`config.mk`:
```
export PLATFORM = sky130hd
export DESIGN_NAME = selectable_width_crc_core
export DESIGN_NICKNAME = d
export VERILOG_FILES = /design/src/rtl/swcrc_pkg.sv /design/src/rtl/swcrc_step.sv /design/src/rtl/selectable_width_crc_core.sv
export SDC_FILE = /design/constraint.sdc
export NUM_CORES = 1
export LEC_CHECK = 0
export ABC_AREA = 1
export BUFFER_PORTS_ARGS = -buffer_cell sky130_fd_sc_hd__buf_2
export CORE_UTILIZATION = 59
export CTS_CLUSTER_DIAMETER = 80
export DETAILED_ROUTE_END_ITERATION = 10
export PLACE_DENSITY = 0.8
export SYNTH_ARGS = -nofsm -noshare
export SYNTH_HDL_FRONTEND = slang
export SYNTH_SLANG_ARGS = --single-unit
```
`constraint.sdc`:
```
create_clock -name i_clk -period 2.5 [get_ports i_clk]
set_input_delay 0.5 -clock i_clk [delete_from_list [all_inputs] [get_ports i_clk]]
set_output_delay 0.5 -clock i_clk [all_outputs]
set_load 0.02 [all_outputs]
```
`src/rtl/swcrc_pkg.sv`:
```
// ----------------------------------------------------------------------------
// swcrc_pkg: shared definitions for the selectable-width CRC core
// Width codes, polynomials, register indexes and width helper functions.
// ----------------------------------------------------------------------------
package swcrc_pkg;

    // Widest CRC that this build supports (8 to 32).
    localparam int unsigned MAX_WIDTH = 32;

    localparam int unsigned DATA_W = 32;
    localparam int unsigned CFG_IDX_W = 1;

    // Configuration register indexes.
    localparam logic [CFG_IDX_W-1:0] REG_WIDTH_SELECT = 1'b0;
    localparam logic [CFG_IDX_W-1:0] REG_START_VALUE  = 1'b1;

    // Width select codes as written by software.
    localparam logic [1:0] SEL_CRC8  = 2'd0;
    localparam logic [1:0] SEL_CRC14 = 2'd1;
    localparam logic [1:0] SEL_CRC32 = 2'd2;

    // Polynomials without their leading one.
    localparam logic [7:0]  POLY_8  = 8'h2F;
    localparam logic [13:0] POLY_14 = 14'h2E57;
    localparam logic [31:0] POLY_32 = 32'h04C1_1DB7;

    typedef enum logic [1:0] {
        WIDTH_8,
        WIDTH_14,
        WIDTH_32
    } t_width;

    // Decodes the select code and falls back to the widest CRC the build holds.
    function automatic t_width eff_width(input logic [1:0] code);
        t_width w;
        case (code)
            SEL_CRC8:  w = WIDTH_8;
            SEL_CRC14: w = WIDTH_14;
            default:   w = WIDTH_32;
        endcase
        if (w == WIDTH_32 && MAX_WIDTH < 32) begin
            w = WIDTH_14;
        end
        if (w == WIDTH_14 && MAX_WIDTH < 14) begin
            w = WIDTH_8;
        end
        return w;
    endfunction

    function automatic logic [DATA_W-1:0] width_mask(input t_width w);
        logic [DATA_W-1:0] m;
        case (w)
            WIDTH_8:  m = 32'h0000_00FF;
            WIDTH_14: m = 32'h0000_3FFF;
            default:  m = 32'hFFFF_FFFF;
        endcase
        return m;
    endfunction

endpackage

```
`src/rtl/swcrc_step.sv`:
```
// ----------------------------------------------------------------------------
// swcrc_step: one-byte CRC update
// Folds one message byte, MSB first, into the running CRC of the chosen width.
// ----------------------------------------------------------------------------
module swcrc_step (
    input  swcrc_pkg::t_width i_width,
    input  logic [31:0]       i_accum,
    input  logic [7:0]        i_data,
    output logic [31:0]       o_accum
);
    import swcrc_pkg::*;

    logic [7:0]  c8;
    logic [13:0] c14;
    logic [31:0] c32;

    always_comb begin
        c8  = i_accum[7:0] ^ i_data;
        c14 = i_accum[13:0] ^ {i_data, 6'b0};
        c32 = i_accum ^ {i_data, 24'b0};
        for (int b = 0; b < 8; b++) begin
            c8  = {c8[6:0], 1'b0} ^ (c8[7] ? POLY_8 : 8'h00);
            c14 = {c14[12:0], 1'b0} ^ (c14[13] ? POLY_14 : 14'h0000);
            c32 = {c32[30:0], 1'b0} ^ (c32[31] ? POLY_32 : 32'h0000_0000);
        end
    end

    always_comb begin
        case (i_width)
            WIDTH_8:  o_accum = {24'b0, c8};
            WIDTH_14: o_accum = {18'b0, c14};
            default:  o_accum = c32;
        endcase
    end

endmodule

```
`src/rtl/selectable_width_crc_core.sv`:
```
// ----------------------------------------------------------------------------
// selectable_width_crc_core: byte-wide MSB-first CRC-8/14/32 engine
// Non-reflected CRC with no final XOR over a byte stream, width chosen by a
// configuration register.
// ----------------------------------------------------------------------------
// Usage:
// Software selects the width (0 = CRC-8, 1 = CRC-14, 2 or 3 = CRC-32) and the
// start value through the write port while the block is idle. Every write to
// either register also reloads the running CRC, so it starts a fresh message.
// Message bytes arrive on the input channel, one request per byte, with
// last_byte marking the end of a message. Only the last byte yields a result
// request carrying the finished CRC, zero-extended to 32 bits; the running CRC
// then reloads the start value for the next message.
// Throughput is one byte per cycle while the input does not stall. A byte is
// captured in an input register, from which the eight shift-XOR steps update
// the running CRC and, for a last byte, the result register.
// Reset selects CRC-32 with a zero start value and empties both registers.
// While the receiver stalls a pending result, the result holds; non-last
// bytes keep flowing, and the input stalls only when a second last byte
// waits behind the held result.
// ----------------------------------------------------------------------------
module selectable_width_crc_core (
    input  logic                                i_clk,
    input  logic                                i_rst_n,
    input  logic                                i_cfg_we,
    input  logic [swcrc_pkg::CFG_IDX_W-1:0]     i_cfg_index,
    input  logic [swcrc_pkg::DATA_W-1:0]        i_cfg_data,
    input  logic                                i_in_valid,
    output logic                                o_in_stall,
    input  logic [7:0]                          i_data_byte,
    input  logic                                i_last_byte,
    output logic                                o_out_valid,
    input  logic                                i_out_stall,
    output logic [31:0]                         o_crc_value
);
    import swcrc_pkg::*;

    // Configuration registers and running CRC.
    logic [1:0]        r_width_code;
    logic [DATA_W-1:0] r_start;
    logic [DATA_W-1:0] r_accum;
    t_width            width;
    logic [DATA_W-1:0] mask;

    // Input register.
    logic       r_in_valid;
    logic [7:0] r_in_data;
    logic       r_in_last;

    // Result register.
    logic              r_out_valid;
    logic [31:0]       r_out_crc;

    logic              fire;
    logic              out_free;
    logic [DATA_W-1:0] n_accum;
    logic [1:0]        n_width_code;
    logic [DATA_W-1:0] n_start;

    assign width = eff_width(r_width_code);
    assign mask  = width_mask(width);

    swcrc_step u_step (
        .i_width (width),
        .i_accum (r_accum),
        .i_data  (r_in_data),
        .o_accum (n_accum)
    );

    // The result register is free when empty or being taken this cycle.
    assign out_free = !r_out_valid || !i_out_stall;
    // A held byte is processed unless it is a last byte with nowhere to go.
    assign fire       = r_in_valid && (!r_in_last || out_free);
    assign o_in_stall = r_in_valid && !fire;

    assign o_out_valid = r_out_valid;
    assign o_crc_value = r_out_crc;

    // Register values after a write, used to reload the running CRC.
    always_comb begin
        n_width_code = r_width_code;
        n_start      = r_start;
        if (i_cfg_we) begin
            case (i_cfg_index)
                REG_WIDTH_SELECT: n_width_code = i_cfg_data[1:0];
                REG_START_VALUE:  n_start      = i_cfg_data;
                default:          ;
            endcase
        end
    end

    always_ff @(posedge i_clk) begin
        if (!i_rst_n) begin
            r_width_code <= SEL_CRC32;
            r_start      <= '0;
            r_accum      <= '0;
            r_in_valid   <= 1'b0;
            r_out_valid  <= 1'b0;
        end else begin
            r_width_code <= n_width_code;
            r_start      <= n_start;

            // Input register takes a byte whenever it is not stalling.
            if (!o_in_stall) begin
                r_in_valid <= i_in_valid;
            end

            if (i_cfg_we) begin
                r_accum <= n_start & width_mask(eff_width(n_width_code));
            end else if (fire) begin
                if (r_in_last) begin
                    r_accum <= r_start & mask;
                end else begin
                    r_accum <= n_accum;
                end
            end

            if (fire && r_in_last) begin
                r_out_valid <= 1'b1;
            end else if (!i_out_stall) begin
                r_out_valid <= 1'b0;
            end
        end
    end

    // Payload registers.
    always_ff @(posedge i_clk) begin
        if (!o_in_stall) begin
            r_in_data <= i_data_byte;
            r_in_last <= i_last_byte;
        end
        if (fire && r_in_last) begin
            r_out_crc <= n_accum;
        end
    end

endmodule

```
==> metrics.md, run 1 <==
| Metric | Value |
|---|---|
| Routability cong. | `just under 1` |
| Synth warn | `0` |
| Fin crit share | `102%` |
| VDD IR-drop max | `385 uV` |
| Clk_lat worst skew | `380 ps` |
| Pin count of the biggest net entering global routing | `44` |
| Synth top area share | `about 21%` |
| Synth cell types | `42` |
| Max Cap Viol | `0` |
| Post-synthesis async set-or-reset flop share | `0%` |
| Final setup margin | `-46.9 ps` |
| Sequential Power Share | `33.6%` |
| Layout cell share with drive strength beyond 1 | `31.2%` |
| Element type at the critical path start | `flop` |
| 1st-iter DRT viols | `about 540` |
| Port buffer count | `80` |
| Vias | `6456` |
| Total Routing Usage GR | `34.2%` |
| Req. time, crit path | `2810 ps` |
| Worst hold start | `i_data_byte[1]` |
| Final non-filler cell area | `around 8300 um^2` |
| Max Slew Vio Count | `0` |
| CP max stage delay | `slightly below 500 ps` |
| Reg-to-Reg Start | `r_in_data[7]` |
| Top FF cell, synth | `dfxtp_1` |
| Fill count | `~800` |
| WL per Instance | `17.6 um` |
| Root Driver | `clkbuf_8` |
| Final setup TNS | `-46.9 ps` |
| Unrepaired setup endpoints after global routing | `yes` |
| Fin nets | `about 1100` |
| Worst path slowest cell | `edfxtp_1` |
| Min-delay worst type | `input port to flop` |
| # H-tree levels | `3` |
| Slew HR | `59.7%` |
| Hold_buf cts | `0` |
| DIE AREA | `~12000 um^2` |
| Net Switching | `2610 uW` |
| Io pins | `81` |
| Die Wd | `around 110 um` |
| Sw Ratio | `between 40% and 50%` |
| Fmax | `~0.4 GHz` |
| Tot Pwr | `around 6300 uW` |
| Post-synth EDFFs | `between 40 and 50` |
| Slew @ Worst Pin | `just over 600 ps` |
| Diodes inserted | `0` |
| GRT Residual Overflow | `0` |
| Failing checks | `negative setup slack` |
| Worst-path cell chain | `inv_2, nand2_1, nand2_1, buf_4, xor2_1, xor2_1, xor2_1, o21ai_0, a21oi_1, a21o_1, nand2_1, nand2_1, nand2_1, a21oi_1` |
| Post-Synthesis Cells | `around 870` |
| Critical path origin | `r_in_data[7]` |
| Critical path class | `flop to flop` |
| Final Util | `around 76%` |
| Core area | `around 11000 um^2` |
| Drt first pass iters | `5` |
| Outcome | `finished, violations left` |
| Final ANT Viol Nets | `0` |
| Post-DP HPWL | `between 10 and 15 mm` |
| Minimum clock period | `2550 ps` |
| # setup viols final | `1` |
| PD cells | `754 nW/um^2` |
| Synth top area cells | `dfxtp_1 21%, edfxtp_1 19%, nand2_1 12%, xor2_1 6.5%, o21ai_0 5.9%` |
| Area Growth Syn to Fin | `25.6%` |
| Mean Syn Cell Area | `between 7 and 8 um^2` |
| Dpl ws | `-134 ps` |
| Crit path top cell by count | `nand2_1` |
| TritonCTS clock tree | `yes` |
| Routed WL | `20.4 mm` |
| Comb power frac | `between 40 and 50%` |
| Num rows | `38` |
| Vias in the first global route | `5720` |
| Sequential fraction of the synthesis area | `roughly 40%` |
| CTS Buffer Depth | `2` |
| Flops & latches, synth | `109` |
| Synth area leader | `dfxtp_1` |
| Placement Cell Area | `7480 um^2` |
| Crit path capture type | `flop` |
| Mapped Area | `between 6000 and 7000 um^2` |
| Cell leakage power | `0.00381 uW` |
| Initial Utilization | `60.9%` |
| Global-route wire length before repair | `approximately 30 mm` |
| Final hold violation count | `0` |
| Clk pwr share | `between 10% and 20%` |
| Synthesized Nets | `between 900 and 1000` |
| Sink Count | `about 110` |
| Worst-path clk slew | `about 110 ps` |
| Worst path arrival time | `2860 ps` |
| Remaining DRCs | `0` |
| Worst Path Max Fanout | `5` |
| Cts bufs inserted | `9` |
| Internal | `roughly 3700 uW` |
| Antenna violations before repair | `0` |
| Final Skew | `around 8 ps` |
| Die H | `between 100 and 150 um` |
| Drt via density | `between 5 and 6` |
## area by class of cell
cell class / instances / area (um^2) / share of cell area [%]
multi-input cells: 642 / 3960 / 47.6
well taps: 140 / 175 / 2.10
flip-flops and latches: 109 / 2600 / 31.2
clock inverters: 6 / 46.3 / 0.556
inverters: 84 / 320 / 3.85
repair buffers: 169 / 1090 / 13.1
clock buffers: 10 / 138 / 1.65
## what timing repair did
| action | CTS | global route |
|---|---|---|
| pin swaps | 1 | 39 |
| setup endpoints to repair | 9 | 27 |
| hold endpoints to repair | 0 | 0 |
| buffers inserted | 3 | 22 |
| resized for setup | 4 | 102 |
## path summary, 6_finish.rpt
| kind | endpoint | slack, ps | cells after the start |
|---|---|---|---|
| min reg2reg | r_start[6] | 470 | 2 |
| min | r_in_data[1] | 280 | 1 |
| max | r_accum[12] | -50 | 14 |
| max reg2reg | r_accum[12] | -50 | 14 |
## stage by stage
stage                     hold WS, ps  cells
after floorplan                   444    866
after global placement            453   1119
after detailed placement          456   1119
after CTS                         270   1138
after global routing              274   1160
final                             282   1160
## layer usage
layer	global-route usage (%)	wire, um	vias up
met5	0	0	-
met4	13.3	772	0
met3	5.49	1870	52
met2	51.7	9200	353
met1	48.8	8530	2961
li1	-	-	3090
## cells in the mapped netlist (4+ instances only)
master	instances
nand2_1	213
nor2_1	79
o21ai_0	78
inv_1	71
dfxtp_1	68
a21oi_1	60
xor2_1	49
edfxtp_1	41
nand3_1	30
xnor2_1	30
nand2_2	20
clkbuf_1	19
inv_2	9
or2_2	9
a31oi_1	8
mux2i_1	8
o21ai_1	8
xnor2_2	8
o211ai_1	7
clkbuf_8	6
a221oi_1	5
clkinv_1	4
## flip-flops by register name, summed over array words and instances (netlist names)
register	flops
r_accum	32
r_in_data	8
r_in_last	1
r_start	32
o_out_valid	1
r_in_valid	1
o_crc_value	32
r_width_code	2
## worst max-delay path, delay by kind of cell, from the launching register on
family	cells	cell delay (ps)
simple gates	5	420
buf+inv	2	300
compound gates	4	620
flops	1	490
xor+xnor	3	630
## placed cells by master, fill, tap and decap left out, types with 3 or more instances in the layout
| cell | count |
|---|---|
| xor2_1 | 43 |
| o21ai_2 | 5 |
| dfxtp_2 | 3 |
| xnor2_4 | 4 |
| nor2_1 | 78 |
| xnor2_2 | 11 |
| clkinv_1 | 4 |
| nand3_4 | 7 |
| a221oi_1 | 4 |
| mux2i_1 | 8 |
| a21oi_1 | 58 |
| nand2_1 | 185 |
| buf_2 | 80 |
| or2_2 | 9 |
| o21ai_0 | 77 |
| xor2_2 | 9 |
| nand2_2 | 25 |
| edfxtp_1 | 41 |
| a21oi_2 | 5 |
| nand3_1 | 17 |
| nand2_4 | 25 |
| or2_1 | 3 |
| xnor2_1 | 24 |
| o211ai_2 | 3 |
| inv_2 | 11 |
| buf_4 | 85 |
| o211ai_1 | 7 |
| dfxtp_1 | 65 |
| nor2_2 | 3 |
| o22ai_1 | 3 |
| clkbuf_8 | 10 |
| o21ai_1 | 6 |
| buf_6 | 3 |
| inv_1 | 67 |
| nand3_2 | 8 |
| a31oi_1 | 8 |
## logic make-up after synthesis
kind of cell	share of synthesized area [%]
XOR/XNOR	13.6
AND/OR/NAND/NOR	23.0
multiplexers	1.21
AO/OA/AOI/OAI	15.2
buffers and inverters	8.00
flip-flops	39.1
## power groups by stage
stage	registers (uW)	clock network (uW)	logic, uW
final	2110	1050	3120
after global routing	2120	1120	3350
after CTS	2110	1050	2580
after detailed placement	2150	0	2560
after global placement	2140	0	2530
after floorplan	2180	0	1660
No activity file was read; power rests on OpenSTA's default activity.
==> inputs of run 2 (changes only) <==
==> constraint.sdc (replaced) <==
create_clock -name i_clk -period 2.5 [get_ports i_clk]
set_input_delay 0 -clock i_clk [delete_from_list [all_inputs] [get_ports i_clk]]
set_output_delay 0 -clock i_clk [all_outputs]
set_load 0.02 [all_outputs]
==> run 2 against run 1 <==
The flow still finishes with violations (negative setup slack). Core utilization rose by 3.8 points. Register-to-register slack worse by 70 ps. Worst hold slack got worse by 270 ps. Cell count increased by 3.3%. Global-route usage rose by 1.3 points. Die area unchanged. Clock power up 9.5%. Final area increased by 5.0%. Critical path type unchanged. Largest cell class unchanged. Critical path depth did not move. First-iteration DRC count up 64%.
==> metrics.md, run 2 (synthesis gave the netlist of run 1 again) <==
| Metric | Value |
|---|---|
| Outcome | `finished, violations left` |
| Failing checks | `negative setup slack` |
| TritonCTS clock tree | `yes` |
| Placement Cell Area | `~7400 um^2` |
| Root Driver | `clkbuf_8` |
| Remaining DRCs | `0` |
| Final ANT Viol Nets | `0` |
| Diodes inserted | `0` |
| Fin nets | `1100` |
| Element type at the critical path start | `flop` |
| Area Growth Syn to Fin | `31.9%` |
| Cts bufs inserted | `9` |
| Minimum clock period | `2620 ps` |
| Initial Utilization | `approximately 60%` |
| Drt first pass iters | `9` |
| GRT Residual Overflow | `0` |
| Worst hold start | `i_rst_n` |
| Final setup TNS | `-335 ps` |
| Reg2reg path depth | `14` |
| Unrepaired setup endpoints after global routing | `yes` |
| Die H | `roughly 110 um` |
| Worst path arrival time | `2900 ps` |
| Sink Count | `about 110` |
| R2r setup slk | `-120 ps` |
| Vias in the first global route | `slightly above 6000` |
| Clk_lat worst skew | `~400 ps` |
| Final hold violation count | `0` |
| Max Cap Viol | `0` |
| DIE AREA | `roughly 12000 um^2` |
| Worst r2r dst | `r_accum[10]` |
| Critical path class | `flop to flop` |
| Hold EP | `o_out_valid` |
| # setup viols final | `9` |
| VDD IR-drop max | `413 uV` |
| Io pins | `slightly above 80` |
| Slew HR | `between 50% and 60%` |
| Pin count of the biggest net entering global routing | `between 50 and 60` |
| Req. time, crit path | `about 2800 ps` |
| Layout cell share with drive strength beyond 1 | `about 30%` |
| Routability cong. | `between 0.9 and 1` |
| Most frequent cells in the layout | `185 x nand2_1, 80 x buf_2, 80 x buf_4` |
| Vias | `6921` |
| Routed WL | `22.3 mm` |
| Worst Path Max Fanout | `5` |
| Post-DP HPWL | `~14 mm` |
| Die Wd | `approximately 110 um` |
| Worst hold stages | `3` |
| Antenna violations before repair | `0` |
| Final non-filler cell area | `around 8700 um^2` |
| PD cells | `about 750 nW/um^2` |
| Max Slew Vio Count | `0` |
| Hold WS | `approximately 13 ps` |
| Dpl ws | `-42.2 ps` |
| Total Routing Usage GR | `between 30% and 40%` |
| Cell leakage power | `0.00397 uW` |
| Port buffer count | `80` |
| Fin crit share | `105%` |
| Reg-to-Reg Start | `r_in_data[5]` |
| Tot Pwr | `6560 uW` |
| Num rows | `38` |
| Crit path capture type | `flop` |
| # H-tree levels | `3` |
| Global-route wire length before repair | `31.0 mm` |
| Final Skew | `approximately 11 ps` |
| Core area | `10900 um^2` |
| Fmax | `0.382 GHz` |
| Commonest non-fill, non-tap cell in the layout | `nand2_1` |
| CTS Buffer Depth | `2` |
| Slew @ Worst Pin | `between 600 and 700 ps` |
| Final setup margin | `-115 ps` |
| WL per Instance | `roughly 19 um` |
| Drt via density | `a little under 6` |
| 1st-iter DRT viols | `roughly 880` |
| Critical path origin | `r_in_data[5]` |
| Worst-path clk slew | `around 110 ps` |
| Min-delay worst type | `input port to flop` |
## run 2: changes by cell type in the layout (fill, tap and decap cells not counted), sizes merged
cell,previous run,this run
buf,169,165
inv,81,82
clkinvlp,1,0
clkinv,8,7
bufinv,0,1
dlygate4sd3,0,42
## run 2: worst max path at each step
stage	to	depth (start not counted)	slack [ps]
6_report	r_accum[10]	14	-120
5_1_grt	r_accum[12]	12	-170
4_1_cts	r_accum[9]	21	7
3_5_place_dp	r_accum[9]	20	-40
3_3_place_gp	r_accum[13]	20	-60
2_1_floorplan	o_crc_value[5]	11	390
## run 2: repair_timing
item / 4_1_cts / 5_1_grt
gates resized for setup: 4 / 108
setup buffers: 2 / 29
endpoints found under the hold margin: 42 / 0
pin swaps: 0 / 37
endpoints found under the setup margin: 7 / 28
hold buffers: 42 / 0
## run 2: per-stage QoR
stage	utilization (%)	instances
after floorplan	-	866
after global placement	68.0	1109
after detailed placement	68.0	1109
after CTS	73.9	1169
after global routing	80.3	1198
final	80.3	1198
## run 2: cell type report
type	instances	area (um^2)
timing repair buffer	207	1490
inverter	84	320
clock buffer	10	128
sequential	109	2590
tap	140	175
multi-input combinational	642	3970
fill	686	2150
clock inverter	6	72.6
## run 2: critical path: stages (launching register included)
cell	delay (ps)
edfxtp_1	550
inv_2	140
buf_4	110
nand2_1	50
nand2_1	120
clkinv_1	240
buf_4	230
xor2_1	270
a21oi_1	120
o21ai_0	120
o211ai_1	180
nand2_1	170
o21ai_1	80
nand2_1	70
a21oi_2	50
## run 2: report_power, final
group | total, uW | switching [uW] | internal (uW)
clock network | 1150 | 674 | 478
registers | 2120 | 83.4 | 2030
logic | 3290 | 1970 | 1330
total | 6560 | 2720 | 3840
## run 2: layer usage
metal  wire length (um)  track usage (%)
met5                  0                0
met4               1190             17.8
met3               2610             6.81
met2              10100             54.5
met1               8390             47.7
==> inputs of run 3 (changes only) <==
--- a/config.mk
+++ b/config.mk
@@ -7,10 +7,10 @@
 export LEC_CHECK = 0
 export ABC_AREA = 1
 export BUFFER_PORTS_ARGS = -buffer_cell sky130_fd_sc_hd__buf_2
-export CORE_UTILIZATION = 59
+export CORE_UTILIZATION = 45
 export CTS_CLUSTER_DIAMETER = 80
 export DETAILED_ROUTE_END_ITERATION = 10
-export PLACE_DENSITY = 0.8
+export PLACE_DENSITY = 0.63
 export SYNTH_ARGS = -nofsm -noshare
 export SYNTH_HDL_FRONTEND = slang
 export SYNTH_SLANG_ARGS = --single-unit
==> constraint.sdc (replaced) <==
create_clock -name i_clk -period 3.3 [get_ports i_clk]
set_input_delay 0 -clock i_clk [delete_from_list [all_inputs] [get_ports i_clk]]
set_output_delay 0 -clock i_clk [all_outputs]
set_load 0.02 [all_outputs]
==> run 3 against run 2 <==
The run now ends clean. Wire length fell by 13%. Via count is 12% lower. Flip-flop and latch count did not move. Clock power barely moved. Final area fell by 10%. Worst hold slack improved by 14 ps. Setup slack gained 660 ps. Core utilization fell by 25 points. Die area is 31% higher. Largest cell class unchanged.
==> metrics.md, run 3 (synthesis gave the netlist of run 1 again) <==
| Metric | Value |
|---|---|
| CP Capture Point | `r_accum[13]` |
| Worst path arrival time | `about 3100 ps` |
| Core area | `roughly 14000 um^2` |
| Total Routing Usage GR | `between 20% and 30%` |
| Cell leakage power | `about 0.0035 uW` |
| Vias in the first global route | `5620` |
| Root Driver | `clkbuf_16` |
| Max Cap Viol | `0` |
| Cts bufs inserted | `9` |
| Drt via density | `between 5 and 6` |
| Final hold violation count | `0` |
| Worst-path clk slew | `about 80 ps` |
| Min-delay worst type | `input port to flop` |
| Reg2reg path depth | `21` |
| Antenna violations before repair | `0` |
| Element type at the critical path start | `flop` |
| Placement Cell Area | `roughly 7100 um^2` |
| Global-route wire length before repair | `around 30 mm` |
| Critical path origin | `r_in_data[4]` |
| Reg-to-Reg Start | `r_in_data[4]` |
| Die Wd | `approximately 120 um` |
| Layout cell share with drive strength beyond 1 | `between 10% and 20%` |
| VDD IR-drop max | `around 310 uV` |
| Clk_lat worst skew | `360 ps` |
| Vias | `6088` |
| Worst r2r dst | `r_accum[13]` |
| Outcome | `completed` |
| Initial Utilization | `roughly 47%` |
| TritonCTS clock tree | `yes` |
| 1st-iter DRT viols | `around 570` |
| Minimum clock period | `approximately 2800 ps` |
| Sink Count | `109` |
| Final non-filler cell area | `7840 um^2` |
| R2r setup slk | `about 540 ps` |
| Unrepaired setup endpoints after global routing | `no` |
| Crit path capture type | `flop` |
| Drt first pass iters | `5` |
| Worst-path cell chain | `inv_1, nand2_1, nand2_1, nand2_1, nand2_1, inv_1, nand3_1, nand3_1, nand2_1, nand2_1, nand2_1, nand2_1, nand2_1, inv_1, nand3_1, nand3_1, nand2_2, nand2_1, nand2_1, nand2_1, a21oi_2` |
| Fmax | `~0.36 GHz` |
| Dpl cells | `about 1100` |
| Die H | `123 um` |
| Final ANT Viol Nets | `0` |
| Crit path top cell by count | `nand2_1` |
| Num rows | `43` |
| Area Growth Syn to Fin | `18.3%` |
| Worst path slowest cell | `edfxtp_1` |
| Slew HR | `47.6%` |
| Worst Path Max Fanout | `5` |
| Req. time, crit path | `~3600 ps` |
| GRT Residual Overflow | `0` |
| PD cells | `around 580 nW/um^2` |
| Worst hold start | `i_rst_n` |
| Routability cong. | `0.983` |
| Final setup TNS | `0 ps` |
| # setup viols final | `0` |
| Routed WL | `19.4 mm` |
| Final Skew | `roughly 12 ps` |
| # H-tree levels | `3` |
| Diodes inserted | `0` |
| CP max stage delay | `500 ps` |
| Io pins | `81` |
| Final Non-Filler Cells | `around 1200` |
| Most frequent cells in the layout | `213 x nand2_1, 80 x buf_2, 78 x nor2_1, 78 x o21ai_0, 71 x inv_1` |
| Fin crit share | `83.5%` |
| Post-DP HPWL | `~14 mm` |
| Number of gates resized after cts | `0` |
| CTS Buffer Depth | `2` |
| Critical path class | `flop to flop` |
| Remaining DRCs | `0` |
| Max Slew Vio Count | `0` |
| Pin count of the biggest net entering global routing | `around 50` |
| Tot Pwr | `around 4600 uW` |
| Slew @ Worst Pin | `785 ps` |
| Port buffer count | `80` |
| WL per Instance | `approximately 17 um` |
| Fin nets | `roughly 1000` |
| Commonest non-fill, non-tap cell in the layout | `nand2_1` |
| DIE AREA | `15200 um^2` |
==> run 3: changes by cell type in the layout (fill, tap and decap cells not counted), moves of 8 or more <==
cell       previous run  this run
nand2_4              19         2
nand3_4              10         0
clkbuf_8              9         1
nand2_2              31        20
nand3_2              10         2
clkbuf_16             0        10
nand2_1             185       213
nand3_1              12        30
buf_4                80        12
==> run 3: per-stage QoR <==
stage | util (%) | setup slack [ps] | hold WS, ps
floorplan | - | 1190 | 98.9
global placement | 50.4 | 648 | 178
detailed placement | 50.4 | 614 | 179
CTS | 55.4 | 596 | 2.06
global route | 55.4 | 341 | 22.8
finish | 55.4 | 545 | 26.4
==> run 3: cell type report <==
class	count	area [um^2]
clock buffers	12	268
inverters	84	315
clock inverters	4	52.6
repair buffers	131	881
flip-flops and latches	109	2590
well taps	180	225
fillers	1347	6310
multi-input cells	642	3510
==> run 3: worst min-delay path by stage <==
stage,to,slack [ps],cells after the start
after floorplan,r_in_data[0],100,0
final,r_width_code[1],30,2
after detailed placement,r_in_data[2],180,1
after global placement,r_in_last,180,1
after global routing,r_width_code[1],20,2
after CTS,r_width_code[1],2,2
==> run 3: power breakdown <==
| part | switching [uW] | leakage, uW | internal, uW | total [uW] |
|---|---|---|---|---|
| Clock | 523 | 0.000160 | 662 | 1180 |
| Sequential | 72.0 | 0.000948 | 1540 | 1610 |
| Combinational | 1160 | 0.00240 | 626 | 1780 |
==> run 3: worst max-delay path, delay by kind of cell (launching register included) <==
family / cells / cell delay, ps
buf+inv: 3 / 260
simple gates: 17 / 1780
flops: 1 / 500
compound gates: 1 / 140
==> run 3: per-layer routing <==
layer / up-vias / GRT usage, % / wire (um)
met2: 234 / 39.9 / 8280
met4: 0 / 10.2 / 595
met5: - / 0 / 0
li1: 3025 / - / -
met3: 46 / 7.06 / 1490
met1: 2783 / 37.0 / 8990
==> run 3: timing repair <==
item,CTS,global route
setup buffers,0,0
hold endpoints to repair,40,0
hold buffers,39,0
